$ cat config.mk
export PLATFORM = sky130hd
export DESIGN_NAME = utf16_to_utf8_converter_top_flat
export DESIGN_NICKNAME = d
export VERILOG_FILES = /design/src/design/u16u8_pkg.sv /design/src/design/u16u8_if.sv /design/src/design/utf16_to_utf8_converter_top.sv /design/src/flat_wrapper.sv
export SDC_FILE = /design/constraint.sdc
export NUM_CORES = 1
export LEC_CHECK = 0
export BUFFER_PORTS_ARGS = -buffer_cell sky130_fd_sc_hd__buf_2
export CAP_MARGIN = 20
export CORE_MARGIN = 2
export CORE_UTILIZATION = 35
export DETAILED_ROUTE_END_ITERATION = 6
export SLEW_MARGIN = 10
export SYNTH_ARGS = -nofsm -noshare
export SYNTH_HDL_FRONTEND = slang
export SYNTH_SLANG_ARGS = --single-unit
$ cat constraint.sdc
create_clock -name clk -period 20.1 [get_ports clk]
set_input_delay 4.02 -clock clk [delete_from_list [all_inputs] [get_ports clk]]
set_output_delay 4.02 -clock clk [all_outputs]
set_load 0.02 [all_outputs]
$ cat src/design/u16u8_pkg.sv
// Package with the types, constants and encoding functions of the UTF-16 to UTF-8 converter.
`timescale 1ns / 1ps
package u16u8_pkg;

	localparam int unsigned UNIT_W    = 16;
	localparam int unsigned BYTE_W    = 8;
	localparam int unsigned CP_W      = 21;
	localparam int unsigned CNT_W     = 16;
	localparam int unsigned CFG_IDX_W = 1;
	localparam int unsigned CFG_DAT_W = 16;
	localparam int unsigned MAX_RES   = 6;
	localparam int unsigned RES_W     = 3;

	typedef logic [1:0] status_t;
	localparam status_t ST_OK      = 2'd0;
	localparam status_t ST_SRC_EXH = 2'd1;
	localparam status_t ST_SRC_ILL = 2'd2;
	localparam status_t ST_TGT_EXH = 2'd3;

	localparam logic [CFG_IDX_W-1:0] REG_STRICT   = 1'd0;
	localparam logic [CFG_IDX_W-1:0] REG_CAPACITY = 1'd1;

	localparam logic [CNT_W-1:0] CAPACITY_RST = 16'd8000;

	typedef logic [3:0][BYTE_W-1:0] cp_bytes_t;

	function automatic logic [2:0] utf8_len(input logic [CP_W-1:0] cp);
		logic [2:0] n;
		if (cp < 21'h80) begin
			n = 3'd1;
		end else if (cp < 21'h800) begin
			n = 3'd2;
		end else if (cp < 21'h10000) begin
			n = 3'd3;
		end else begin
			n = 3'd4;
		end
		return n;
	endfunction

	function automatic cp_bytes_t utf8_enc(input logic [CP_W-1:0] cp, input logic [2:0] n);
		cp_bytes_t b;
		b = '0;
		case (n)
			3'd1: begin
				b[0] = {1'b0, cp[6:0]};
			end
			3'd2: begin
				b[0] = {3'b110, cp[10:6]};
				b[1] = {2'b10, cp[5:0]};
			end
			3'd3: begin
				b[0] = {4'b1110, cp[15:12]};
				b[1] = {2'b10, cp[11:6]};
				b[2] = {2'b10, cp[5:0]};
			end
			default: begin
				b[0] = {5'b11110, cp[20:18]};
				b[1] = {2'b10, cp[17:12]};
				b[2] = {2'b10, cp[11:6]};
				b[3] = {2'b10, cp[5:0]};
			end
		endcase
		return b;
	endfunction

endpackage

$ cat src/design/u16u8_if.sv
// Channel interfaces of the UTF-16 to UTF-8 converter: code units, result items and register writes.
`timescale 1ns / 1ps

interface u16u8_unit_if import u16u8_pkg::*; ();
	logic              valid;
	logic              ready;
	logic [UNIT_W-1:0] code_unit;
	modport source (output valid, output code_unit, input ready);
	modport sink   (input valid, input code_unit, output ready);
endinterface

interface u16u8_byte_if import u16u8_pkg::*; ();
	logic              valid;
	logic              ready;
	logic [BYTE_W-1:0] out_byte;
	logic              last_of_run;
	logic              string_done;
	status_t           status;
	modport source (output valid, output out_byte, output last_of_run, output string_done,
		output status, input ready);
	modport sink   (input valid, input out_byte, input last_of_run, input string_done,
		input status, output ready);
endinterface

interface u16u8_cfg_if import u16u8_pkg::*; ();
	logic                 valid;
	logic                 ready;
	logic [CFG_IDX_W-1:0] index;
	logic [CFG_DAT_W-1:0] data;
	modport source (output valid, output index, output data, input ready);
	modport sink   (input valid, input index, input data, output ready);
endinterface

$ cat src/design/utf16_to_utf8_converter_top.sv
// Top level of the UTF-16 to UTF-8 converter.
//
// Channel   Role   Payload
// unit_ch   sink   code_unit (16 bits)
// byte_ch   source out_byte (8), last_of_run, string_done, status (2)
// cfg_ch    sink   index (1: 0 strict_mode, 1 output_capacity), data (16)
//
// A code unit is decoded and encoded in the cycle it is accepted, and its 0 to 6 results are
// loaded into a result buffer that drains one result per cycle on byte_ch while byte_ch.ready is high.
// A new unit is accepted when the buffer is empty or its last result leaves in the same cycle.
// A stall on byte_ch holds the buffer and blocks unit_ch. Register writes are always taken.
// Reset clears the string state and loads the register reset values.
`timescale 1ns / 1ps
module utf16_to_utf8_converter_top
	import u16u8_pkg::*;
(
	input logic          clk,
	input logic          arst_n,
	u16u8_unit_if.sink   unit_ch,
	u16u8_byte_if.source byte_ch,
	u16u8_cfg_if.sink    cfg_ch
);

	logic             strict_q;
	logic [CNT_W-1:0] capacity_q;
	logic [9:0]       pend_high_q;
	logic             pend_valid_q;
	logic [CNT_W-1:0] written_q;
	logic             halted_q;
	status_t          err_q;

	logic [MAX_RES-1:0][BYTE_W-1:0] buf_s1;
	logic                           done_s1;
	status_t                        stat_s1;
	logic [RES_W-1:0]               rem_q;
	logic [RES_W-1:0]               rd_q;

	logic [UNIT_W-1:0] u;
	logic              in_fire;
	logic              out_fire;
	logic              is_high;
	logic              is_low;

	logic [9:0]       pend_high_d;
	logic             pend_valid_d;
	logic [CNT_W-1:0] written_d;
	logic             halted_d;
	status_t          err_d;
	logic             done_d;
	status_t          stat_d;

	logic [CP_W-1:0]  cp_a;
	logic [CP_W-1:0]  cp_b;
	logic [2:0]       n_a;
	logic [2:0]       n_b;
	logic [RES_W-1:0] cnt_a;
	logic [RES_W-1:0] cnt_b;
	logic [CNT_W:0]   sum_a;
	logic [CNT_W:0]   sum_b;
	logic [CNT_W-1:0] written_mid;
	logic             a_ok;
	logic             b_ok;
	logic             fresh;
	cp_bytes_t        enc_a;
	cp_bytes_t        enc_b;
	logic [RES_W-1:0] cnt_d;
	logic [MAX_RES-1:0][BYTE_W-1:0] buf_d;
	logic [RES_W-1:0] slot_b;

	assign u        = unit_ch.code_unit;
	assign in_fire  = unit_ch.valid && unit_ch.ready;
	assign out_fire = byte_ch.valid && byte_ch.ready;
	assign is_high  = (u >= 16'hD800) && (u <= 16'hDBFF);
	assign is_low   = (u >= 16'hDC00) && (u <= 16'hDFFF);

	assign unit_ch.ready = (rem_q == '0) || ((rem_q == RES_W'(1)) && byte_ch.ready);
	assign cfg_ch.ready  = 1'b1;

	assign byte_ch.valid       = (rem_q != '0);
	assign byte_ch.out_byte    = buf_s1[rd_q];
	assign byte_ch.last_of_run = (rem_q == RES_W'(1));
	assign byte_ch.string_done = done_s1;
	assign byte_ch.status      = stat_s1;

	assign cp_a = pend_valid_q && is_low ?
		CP_W'(21'h10000 + {pend_high_q, 10'd0} + {11'd0, u[9:0]}) :
		{5'd0, 6'b110110, pend_high_q};
	assign cp_b  = {5'd0, u};
	assign n_a   = utf8_len(cp_a);
	assign n_b   = utf8_len(cp_b);
	assign enc_a = utf8_enc(cp_a, n_a);
	assign enc_b = utf8_enc(cp_b, n_b);
	assign sum_a = {1'b0, written_q} + {14'd0, n_a};

	always_comb begin
		pend_high_d  = pend_high_q;
		pend_valid_d = pend_valid_q;
		written_d    = written_q;
		halted_d     = halted_q;
		err_d        = err_q;
		done_d       = 1'b0;
		stat_d       = ST_OK;
		a_ok         = 1'b0;
		b_ok         = 1'b0;
		fresh        = 1'b0;
		written_mid  = written_q;
		sum_b        = '0;
		if (u == '0) begin
			done_d       = 1'b1;
			stat_d       = halted_q ? err_q : (pend_valid_q ? ST_SRC_EXH : ST_OK);
			pend_high_d  = '0;
			pend_valid_d = 1'b0;
			written_d    = '0;
			halted_d     = 1'b0;
			err_d        = ST_OK;
		end else if (!halted_q) begin
			fresh = 1'b1;
			if (pend_valid_q) begin
				pend_valid_d = 1'b0;
				pend_high_d  = '0;
				if (!is_low && strict_q) begin
					halted_d = 1'b1;
					err_d    = ST_SRC_ILL;
					fresh    = 1'b0;
				end else begin
					if (is_low) begin
						fresh = 1'b0;
					end
					if (sum_a > {1'b0, capacity_q}) begin
						halted_d = 1'b1;
						err_d    = ST_TGT_EXH;
						fresh    = 1'b0;
					end else begin
						a_ok        = 1'b1;
						written_mid = sum_a[CNT_W-1:0];
						written_d   = written_mid;
					end
				end
			end
			if (fresh) begin
				sum_b = {1'b0, written_mid} + {14'd0, n_b};
				if (is_high) begin
					pend_valid_d = 1'b1;
					pend_high_d  = u[9:0];
				end else if (is_low && strict_q) begin
					halted_d = 1'b1;
					err_d    = ST_SRC_ILL;
				end else if (sum_b > {1'b0, capacity_q}) begin
					halted_d = 1'b1;
					err_d    = ST_TGT_EXH;
				end else begin
					b_ok      = 1'b1;
					written_d = sum_b[CNT_W-1:0];
				end
			end
		end
	end

	assign cnt_a = a_ok ? n_a : '0;
	assign cnt_b = b_ok ? n_b : '0;
	assign cnt_d = done_d ? RES_W'(1) : RES_W'(cnt_a + cnt_b);

	always_comb begin
		for (int j = 0; j < MAX_RES; j++) begin
			slot_b   = RES_W'(j) - cnt_a;
			buf_d[j] = '0;
			if (!done_d) begin
				if (RES_W'(j) < cnt_a) begin
					buf_d[j] = enc_a[2'(j)];
				end else begin
					buf_d[j] = enc_b[slot_b[1:0]];
				end
			end
		end
	end

	always_ff @(posedge clk or negedge arst_n) begin
		if (!arst_n) begin
			strict_q   <= 1'b0;
			capacity_q <= CAPACITY_RST;
		end else if (cfg_ch.valid && cfg_ch.ready) begin
			case (cfg_ch.index)
				REG_STRICT: begin
					strict_q <= cfg_ch.data[0];
				end
				REG_CAPACITY: begin
					capacity_q <= cfg_ch.data;
				end
				default: begin
				end
			endcase
		end
	end

	always_ff @(posedge clk or negedge arst_n) begin
		if (!arst_n) begin
			pend_high_q  <= '0;
			pend_valid_q <= 1'b0;
			written_q    <= '0;
			halted_q     <= 1'b0;
			err_q        <= ST_OK;
			rem_q        <= '0;
			rd_q         <= '0;
		end else if (in_fire) begin
			pend_high_q  <= pend_high_d;
			pend_valid_q <= pend_valid_d;
			written_q    <= written_d;
			halted_q     <= halted_d;
			err_q        <= err_d;
			rem_q        <= cnt_d;
			rd_q         <= '0;
		end else if (out_fire) begin
			rem_q <= rem_q - RES_W'(1);
			rd_q  <= rd_q + RES_W'(1);
		end
	end

	always_ff @(posedge clk) begin
		if (in_fire) begin
			buf_s1  <= buf_d;
			done_s1 <= done_d;
			stat_s1 <= stat_d;
		end
	end

endmodule
$ cat src/flat_wrapper.sv
// flat-port wrapper written by rule: the top's interface ports become plain ports
module utf16_to_utf8_converter_top_flat import u16u8_pkg::*;
  (clk, arst_n, unit_ch_valid, unit_ch_code_unit, unit_ch_ready, byte_ch_valid, byte_ch_out_byte, byte_ch_last_of_run, byte_ch_string_done, byte_ch_status, byte_ch_ready, cfg_ch_valid, cfg_ch_index, cfg_ch_data, cfg_ch_ready);
  u16u8_unit_if unit_ch_i ();
  u16u8_byte_if byte_ch_i ();
  u16u8_cfg_if cfg_ch_i ();
  input logic clk;
  input logic arst_n;
  input wire logic [$bits(unit_ch_i.valid)-1:0] unit_ch_valid;
  input wire logic [$bits(unit_ch_i.code_unit)-1:0] unit_ch_code_unit;
  output wire logic [$bits(unit_ch_i.ready)-1:0] unit_ch_ready;
  output wire logic [$bits(byte_ch_i.valid)-1:0] byte_ch_valid;
  output wire logic [$bits(byte_ch_i.out_byte)-1:0] byte_ch_out_byte;
  output wire logic [$bits(byte_ch_i.last_of_run)-1:0] byte_ch_last_of_run;
  output wire logic [$bits(byte_ch_i.string_done)-1:0] byte_ch_string_done;
  output wire logic [$bits(byte_ch_i.status)-1:0] byte_ch_status;
  input wire logic [$bits(byte_ch_i.ready)-1:0] byte_ch_ready;
  input wire logic [$bits(cfg_ch_i.valid)-1:0] cfg_ch_valid;
  input wire logic [$bits(cfg_ch_i.index)-1:0] cfg_ch_index;
  input wire logic [$bits(cfg_ch_i.data)-1:0] cfg_ch_data;
  output wire logic [$bits(cfg_ch_i.ready)-1:0] cfg_ch_ready;
  assign unit_ch_i.valid = unit_ch_valid;
  assign unit_ch_i.code_unit = unit_ch_code_unit;
  assign unit_ch_ready = unit_ch_i.ready;
  assign byte_ch_valid = byte_ch_i.valid;
  assign byte_ch_out_byte = byte_ch_i.out_byte;
  assign byte_ch_last_of_run = byte_ch_i.last_of_run;
  assign byte_ch_string_done = byte_ch_i.string_done;
  assign byte_ch_status = byte_ch_i.status;
  assign byte_ch_i.ready = byte_ch_ready;
  assign cfg_ch_i.valid = cfg_ch_valid;
  assign cfg_ch_i.index = cfg_ch_index;
  assign cfg_ch_i.data = cfg_ch_data;
  assign cfg_ch_ready = cfg_ch_i.ready;
  utf16_to_utf8_converter_top u_core (.clk(clk), .arst_n(arst_n), .unit_ch(unit_ch_i), .byte_ch(byte_ch_i), .cfg_ch(cfg_ch_i));
endmodule
; ---- Yosys cells after proc, flatten, opt, wreduce, memory -nomap -nowiden
; Index checks and enable logic that the tools add are counted.
[word_totals]
reg_bits = 104
in_bits = 38
out_inout_bits = 15
word_cells = 181
[classes]
addsub = 13
order_cmp = 25
n_eq_ne = 8
muxes = 98
n_bitwise = 1
n_reduce_logical = 19
[op_table]
columns = cell, n
row1 = 16-bit 2-to-1 mux, 11
row2 = 8-bit 2-to-1 mux, 14
row3 = 8-bit binary-select mux with 2-bit select, 6
row4 = 8-bit one-hot mux with 3 select lines, 4
row5 = 10-bit 2-to-1 mux, 5
row6 = 3-bit 2-to-1 mux, 13
row7 = 16-bit by 3-bit adder with 17-bit output, 2
row8 = 17-bit by 16-bit greater-than comparator with 1-bit output, 2
row9 = 16-bit greater-or-equal comparator (second input constant), 2
row10 = 16-bit <= comparator (second input constant), 2
row11 = 1-bit 2-to-1 mux, 32
row12 = 8-bit binary-select mux with 3-bit select, 1
row13 = 17-bit by 20-bit adder with 21-bit output (first input constant), 1
row14 = 21-bit by 10-bit adder with 21-bit output, 1
row15 = 21-bit by 12-bit less-than comparator with 1-bit output (second input constant), 1
row16 = 21-bit by 17-bit less-than comparator with 1-bit output (second input constant), 1
row17 = 21-bit by 8-bit less-than comparator with 1-bit output (second input constant), 1
row18 = 21-bit 2-to-1 mux, 1
row19 = 2-bit 2-to-1 mux, 10
row20 = 2-bit by 3-bit less-than comparator with 1-bit output (second input constant), 6
row21 = 16-bit by 17-bit less-than comparator with 1-bit output (second input constant), 1
row22 = 16-bit zero test, 1
row23 = 16-bit by 12-bit less-than comparator with 1-bit output (second input constant), 1
row24 = 16-bit by 8-bit less-than comparator with 1-bit output (second input constant), 1
row25 = other kinds (23), 44

; ---- Depth between registers and ports, before layout
[depth]
word_depth = 27
mapped_depth = 52
ltp_nobuf = 48

; ---- Worst setup path before layout
; Ideal clock, no wire load.
[synth_path]
path_kind = input port to flip-flop
start = in unit_ch_code_unit[13]
end = reg u_core.rem_q[2]
setup_time_ns = 0.121
arrival_ns = 13.031
required_time_ns = 19.979
setup_slack_ns = 6.948
cell_stages = 49
n_path_buf = 4
path_cell_list = and3b_1 > nand2_1 > buf_6 > nor4_1 > nand2_1 > o21ai_2 > ha_1 > inv_1 > fa_1 > buf_1 > nor2b_1 > o31a_4 > nor2_1 > nand2_1 > xnor2_1 > ha_1 > a21oi_1 > o21ai_0 > (+13 left out) > nor3_1 > a21boi_0 > xnor2_1 > ha_1 > nor4_1 > o2111ai_1 > and3_1 > a41o_4 > or2_1 > buf_6 > nor3_1 > ha_1 > inv_1 > fa_1 > xnor2_1 > a21oi_1 > a21oi_1 > o22a_1
[synth_between]
elab_chain_cells = 27
elab_cells_between_ends = 56
classes_between = add/sub (3) / order compare (12) / mux (34) / reduce/logical (7)
[synth_rtl]
columns = element, line_no
row1 = "start, declared", flat_wrapper.sv:10  ; input wire logic [$bits(unit_ch_i.code_unit)-1:0] unit_ch_code_unit;
row2 = 16-bit greater-or-equal comparator or 16-bit <= comparator (tied branches), utf16_to_utf8_converter_top.sv:74  ; assign is_low = (u >= 16'hDC00) && (u <= 16'hDFFF);
row3 = 1-bit logical AND, utf16_to_utf8_converter_top.sv:74
row4 = 1-bit logical AND, utf16_to_utf8_converter_top.sv:85  ; assign cp_a = pend_valid_q && is_low ?
row5 = 21-bit 2-to-1 mux, utf16_to_utf8_converter_top.sv:85
row6 = 21-bit by 17-bit less-than comparator with 1-bit output, u16u8_pkg.sv:33  ; end else if (cp < 21'h10000) begin
row7 = 3-bit 2-to-1 mux, u16u8_pkg.sv:33
row8 = 3-bit 2-to-1 mux, u16u8_pkg.sv:31  ; end else if (cp < 21'h800) begin
row9 = 3-bit 2-to-1 mux, u16u8_pkg.sv:29  ; if (cp < 21'h80) begin
row10 = (+11 left out), -
row11 = 1-bit 2-to-1 mux, utf16_to_utf8_converter_top.sv:142  ; if (is_high) begin
row12 = 1-bit 2-to-1 mux, utf16_to_utf8_converter_top.sv:140  ; if (fresh) begin
row13 = 1-bit 2-to-1 mux, utf16_to_utf8_converter_top.sv:116  ; end else if (!halted_q) begin
row14 = 1-bit 2-to-1 mux, utf16_to_utf8_converter_top.sv:108  ; if (u == '0) begin
row15 = 3-bit 2-to-1 mux, utf16_to_utf8_converter_top.sv:160  ; assign cnt_b = b_ok ? n_b : '0;
row16 = 3-bit adder, utf16_to_utf8_converter_top.sv:161  ; assign cnt_d = done_d ? RES_W'(1) : RES_W'(cnt_a + cnt_b);
row17 = 3-bit 2-to-1 mux *, utf16_to_utf8_converter_top.sv:161
row18 = 3-bit 2-to-1 mux *, utf16_to_utf8_converter_top.sv:204  ; end else if (in_fire) begin
row19 = "end signal, assigned", utf16_to_utf8_converter_top.sv:210  ; rem_q <= cnt_d;
row20 = "end signal, assigned", utf16_to_utf8_converter_top.sv:213  ; rem_q <= rem_q - RES_W'(1);
row21 = "end, declared", utf16_to_utf8_converter_top.sv:35  ; logic [RES_W-1:0] rem_q;
; Every way passes the cells marked *; elsewhere a longest branch is shown, timed or not. The select of a mux whose other input is x is not followed.
; A chain may end at the register's enable or synchronous reset.

; ---- Final worst setup path
[layout_path]
start = in unit_ch_code_unit[10]
end = reg u_core.rem_q[2]
; The elaborated chain is that of the path after synthesis.

==> results.yml <==
status:
  status: "finished, final reports clean"
global_routing:
  overflow: 0
  grt_antenna_before_repair: 1
  grt_pass1_wl_um: 37100
  first_global_vias: 6545
  grt_use_total: 0.195
  grt_start_max_net_pins: 60
power:
  power.switching_uw: 339
  finalPower_uw: 829
  power-per-cell-area_nw_per_um2: 94.0
  p_seq_frac: 0.364
  peakVddDrop_mv: 0.0493
  swShare: 0.408
  power.leakage_uw: 0.00350
  p_comb_frac: 0.416
  clkPwrFrac: 0.220
  cell_internal_pwr_uw: 490
finish:
  regArea_um2: 2870
  area_growth_pct: 8.85
  finalNonFillerCells: 1202
  num-nets-final: 995
  drive_gt1_frac: 0.150
  multi_input_area_um2: 4790
  antenna_cells: 0
  fillers: 2254
drt:
  drt-pass1-iter-count: 6
  drc_errors: 0
  via_count: 7159
  wire_per_inst_um: 19.4
  drt_first_iter_violations: 963
  final_antenna_net_count: 0
  wirelength_um: 23300
  via_per_inst: 5.96
cts:
  numCtsBuffers: 9
  cts_buffer_depth: 2
  clk_pin_slew_ns: 0.08
  cts_tree: "yes"
  cts.sinks: 104
  cts-root-buf: "clkbuf_16"
  ctsHoldBuffers: 0
  htreeDepth: 3
  ctsResizeCount: 0
  insertion_delay_ns: 0.37
  post-cts-setup-buffers: 0
logic_synthesis:
  synth.distinct_cells: 85
  ys_async_sr_fraction: 0.510
  synth_common_cells: "nand2_1, nor2_1, a21oi_1"
  avgSynthCellArea_um2: 9.06
  synth_enable_flop_cells: 51
  ys_ff_latch: 104
  synthTopCellsByArea: "edfxtp_1, dfrtp_1, ha_1, nand2_1, nor2_1"
  yosys_warnings: 0
  yosysMostFrequentCell: "nand2_1"
  synth_fp_nets: 977
  synth_top_area_frac: 0.189
  synth_area_leader_cell: "edfxtp_1"
  synth-main-ff-cell: "edfxtp_1"
  syn_area_um2: 8100
  ys_seq_area_frac: 0.354
  syn_inst: 894
sta:
  rsz0062_at_grt: "no"
  fin_setup_tns_ns: 0
  timing.fmax_mhz: 66.6
  fin_crit_sh: 0.747
  slew_headroom: 0.302
  setup_ws_ns: 5.08
  fin_crit_ns: 15.02
  slew_violations: 0
  tightestPinTransition_ns: 1.05
  fin_skew_ns: 0.0148
  hold_violations: 0
  finalSetupViolCount: 0
floorplanning:
  fp.dieArea_um2: 24400
  coreArea_um2: 22700
  fp-row-count: 55
  start_util: 0.357
  die_h_um: 156
  die_w_um: 156
  ios: 53
placement:
  port_buffers: 51
  dpl.hpwl_um: 17400
  pre_cts_slack_ns: 4.98
  gp_congestion: 0.963
  post-place-cells: 1186
worst_setup_path:
  path_max_fanout: 21
  setup.worst_path.class: "in2reg"
  cpMostUsedCell: "ha_1"
  ff2ff_path_depth: 43
  slowest_delay_ns: 0.69
  crit_arrival_ns: 15.27
  worstSetupStartpointType: "primary input"
  crit_path_end_kind: "flop"
  cpMaxStageDelayCell: "nor4_1"
  required_ns: 20.35
hold_path:
  hold_path.class: "reg2reg"
  min_path_cells: 2
run:
  cap_viol_max_count: 0
-- cell usage in the layout (no fill, tap or decap), types with 5 or more instances in the layout --
cell       Yosys  layout
a211oi_1      11      11
a21o_1         8       8
a21oi_1       57      57
a221oi_1       8       8
a22o_1        11      11
a22oi_1       10      10
a31oi_1       13      13
and2_1         5       5
and3_1        11      11
buf_2          8      51
buf_4          5       8
clkbuf_16      0       9
dfrtp_1       47      47
dfstp_2        6       6
edfxtp_1      51      51
ha_1          42      42
inv_1         48      48
mux2_2        18      18
mux2i_1       18      18
mux4_2         8       8
nand2_1       79      79
nand2b_1       9       9
nand3_1       28      28
nand4_1       17      17
nor2_1        78      78
nor2b_1        8       8
nor3_1        26      26
nor4_1        13      13
o21ai_0       46      46
o21ai_1        7       7
o22ai_1       15      15
or3_1          8       8
xnor2_1       32      32
xor2_1        19      19
-- final timing paths --
kind,start,end,slack [ns]
max in group asynchronous,arst_n,u_core.rd_q[1]$_DFFE_PN0P_,15.86
min in group asynchronous,arst_n,u_core.capacity_q[13]$_DFFE_PN0P_,3.78
max,unit_ch_code_unit[10],u_core.rem_q[2]$_DFFE_PN0P_,5.08
min,u_core.err_q[1]$_DFFE_PN0P_,u_core.err_q[1]$_DFFE_PN0P_,0.49
max reg2reg,u_core.pend_valid_q$_DFFE_PN0P_,u_core.rem_q[2]$_DFFE_PN0P_,8.35
min reg2reg,u_core.err_q[1]$_DFFE_PN0P_,u_core.err_q[1]$_DFFE_PN0P_,0.49
-- state kept, by name, indices dropped and copies added (netlist names) --
name	count
u_core.buf_s1	48
u_core.capacity_q	16
u_core.written_q	16
u_core.pend_high_q	10
u_core.rd_q	3
u_core.rem_q	3
u_core.byte_ch.status	2
u_core.err_q	2
u_core.byte_ch.string_done	1
u_core.halted_q	1
u_core.pend_valid_q	1
u_core.strict_q	1
-- metrics by stage --
stage / utilization / cell area (µm²) / hold slack (ns)
floorplan: - / 8100 / 0.442
global placement: 0.375 / 8510 / 0.468
detailed placement: 0.375 / 8510 / 0.472
CTS: 0.388 / 8820 / 0.490
global route: 0.388 / 8820 / 0.496
finish: 0.388 / 8820 / 0.486
-- power by group through the flow --
stage	clock (µW)	combinational (µW)	sequential, µW
detailed placement	0	343	307
floorplan	0	270	279
global placement	0	341	306
CTS	188	345	302
global route	194	384	307
finish	182	345	301
-- layout make-up --
class / instances / area share
clock buffer: 9 / 0.0255
clock inverter: 7 / 0.00866
inverter: 51 / 0.0217
multi-input combinational: 687 / 0.543
sequential: 104 / 0.325
tap: 285 / 0.0404
timing repair buffer: 59 / 0.0358
-- critical path, delay by kind of cell --
kind,cells,cell delay [ns]
simple gates,16,5.14
fa+ha+maj,8,2.35
buf+inv,3,0.33
compound gates,14,2.98
xor+xnor,3,0.44
-- cell families after synthesis --
group                    after synthesis  share of synthesized area
other                                  1                   0.000463
AND/OR/NAND/NOR                      311                      0.192
AO/OA/AOI/OAI                        233                      0.197
multiplexers                          44                     0.0695
buffers and inverters                103                     0.0553
adder cells (fa/ha/maj)               45                     0.0723
XOR/XNOR                              53                     0.0592
flip-flops                           104                      0.354
-- metal layers --
metal / up-vias / GRT usage / share of wire
met5: - / 0 / 0.00056
met4: 2 / 0.0607 / 0.028
met3: 64 / 0.0325 / 0.087
met2: 377 / 0.296 / 0.44
met1: 3387 / 0.283 / 0.45
li1: 3329 / - / -
No activity file was read; power rests on OpenSTA's default activity.
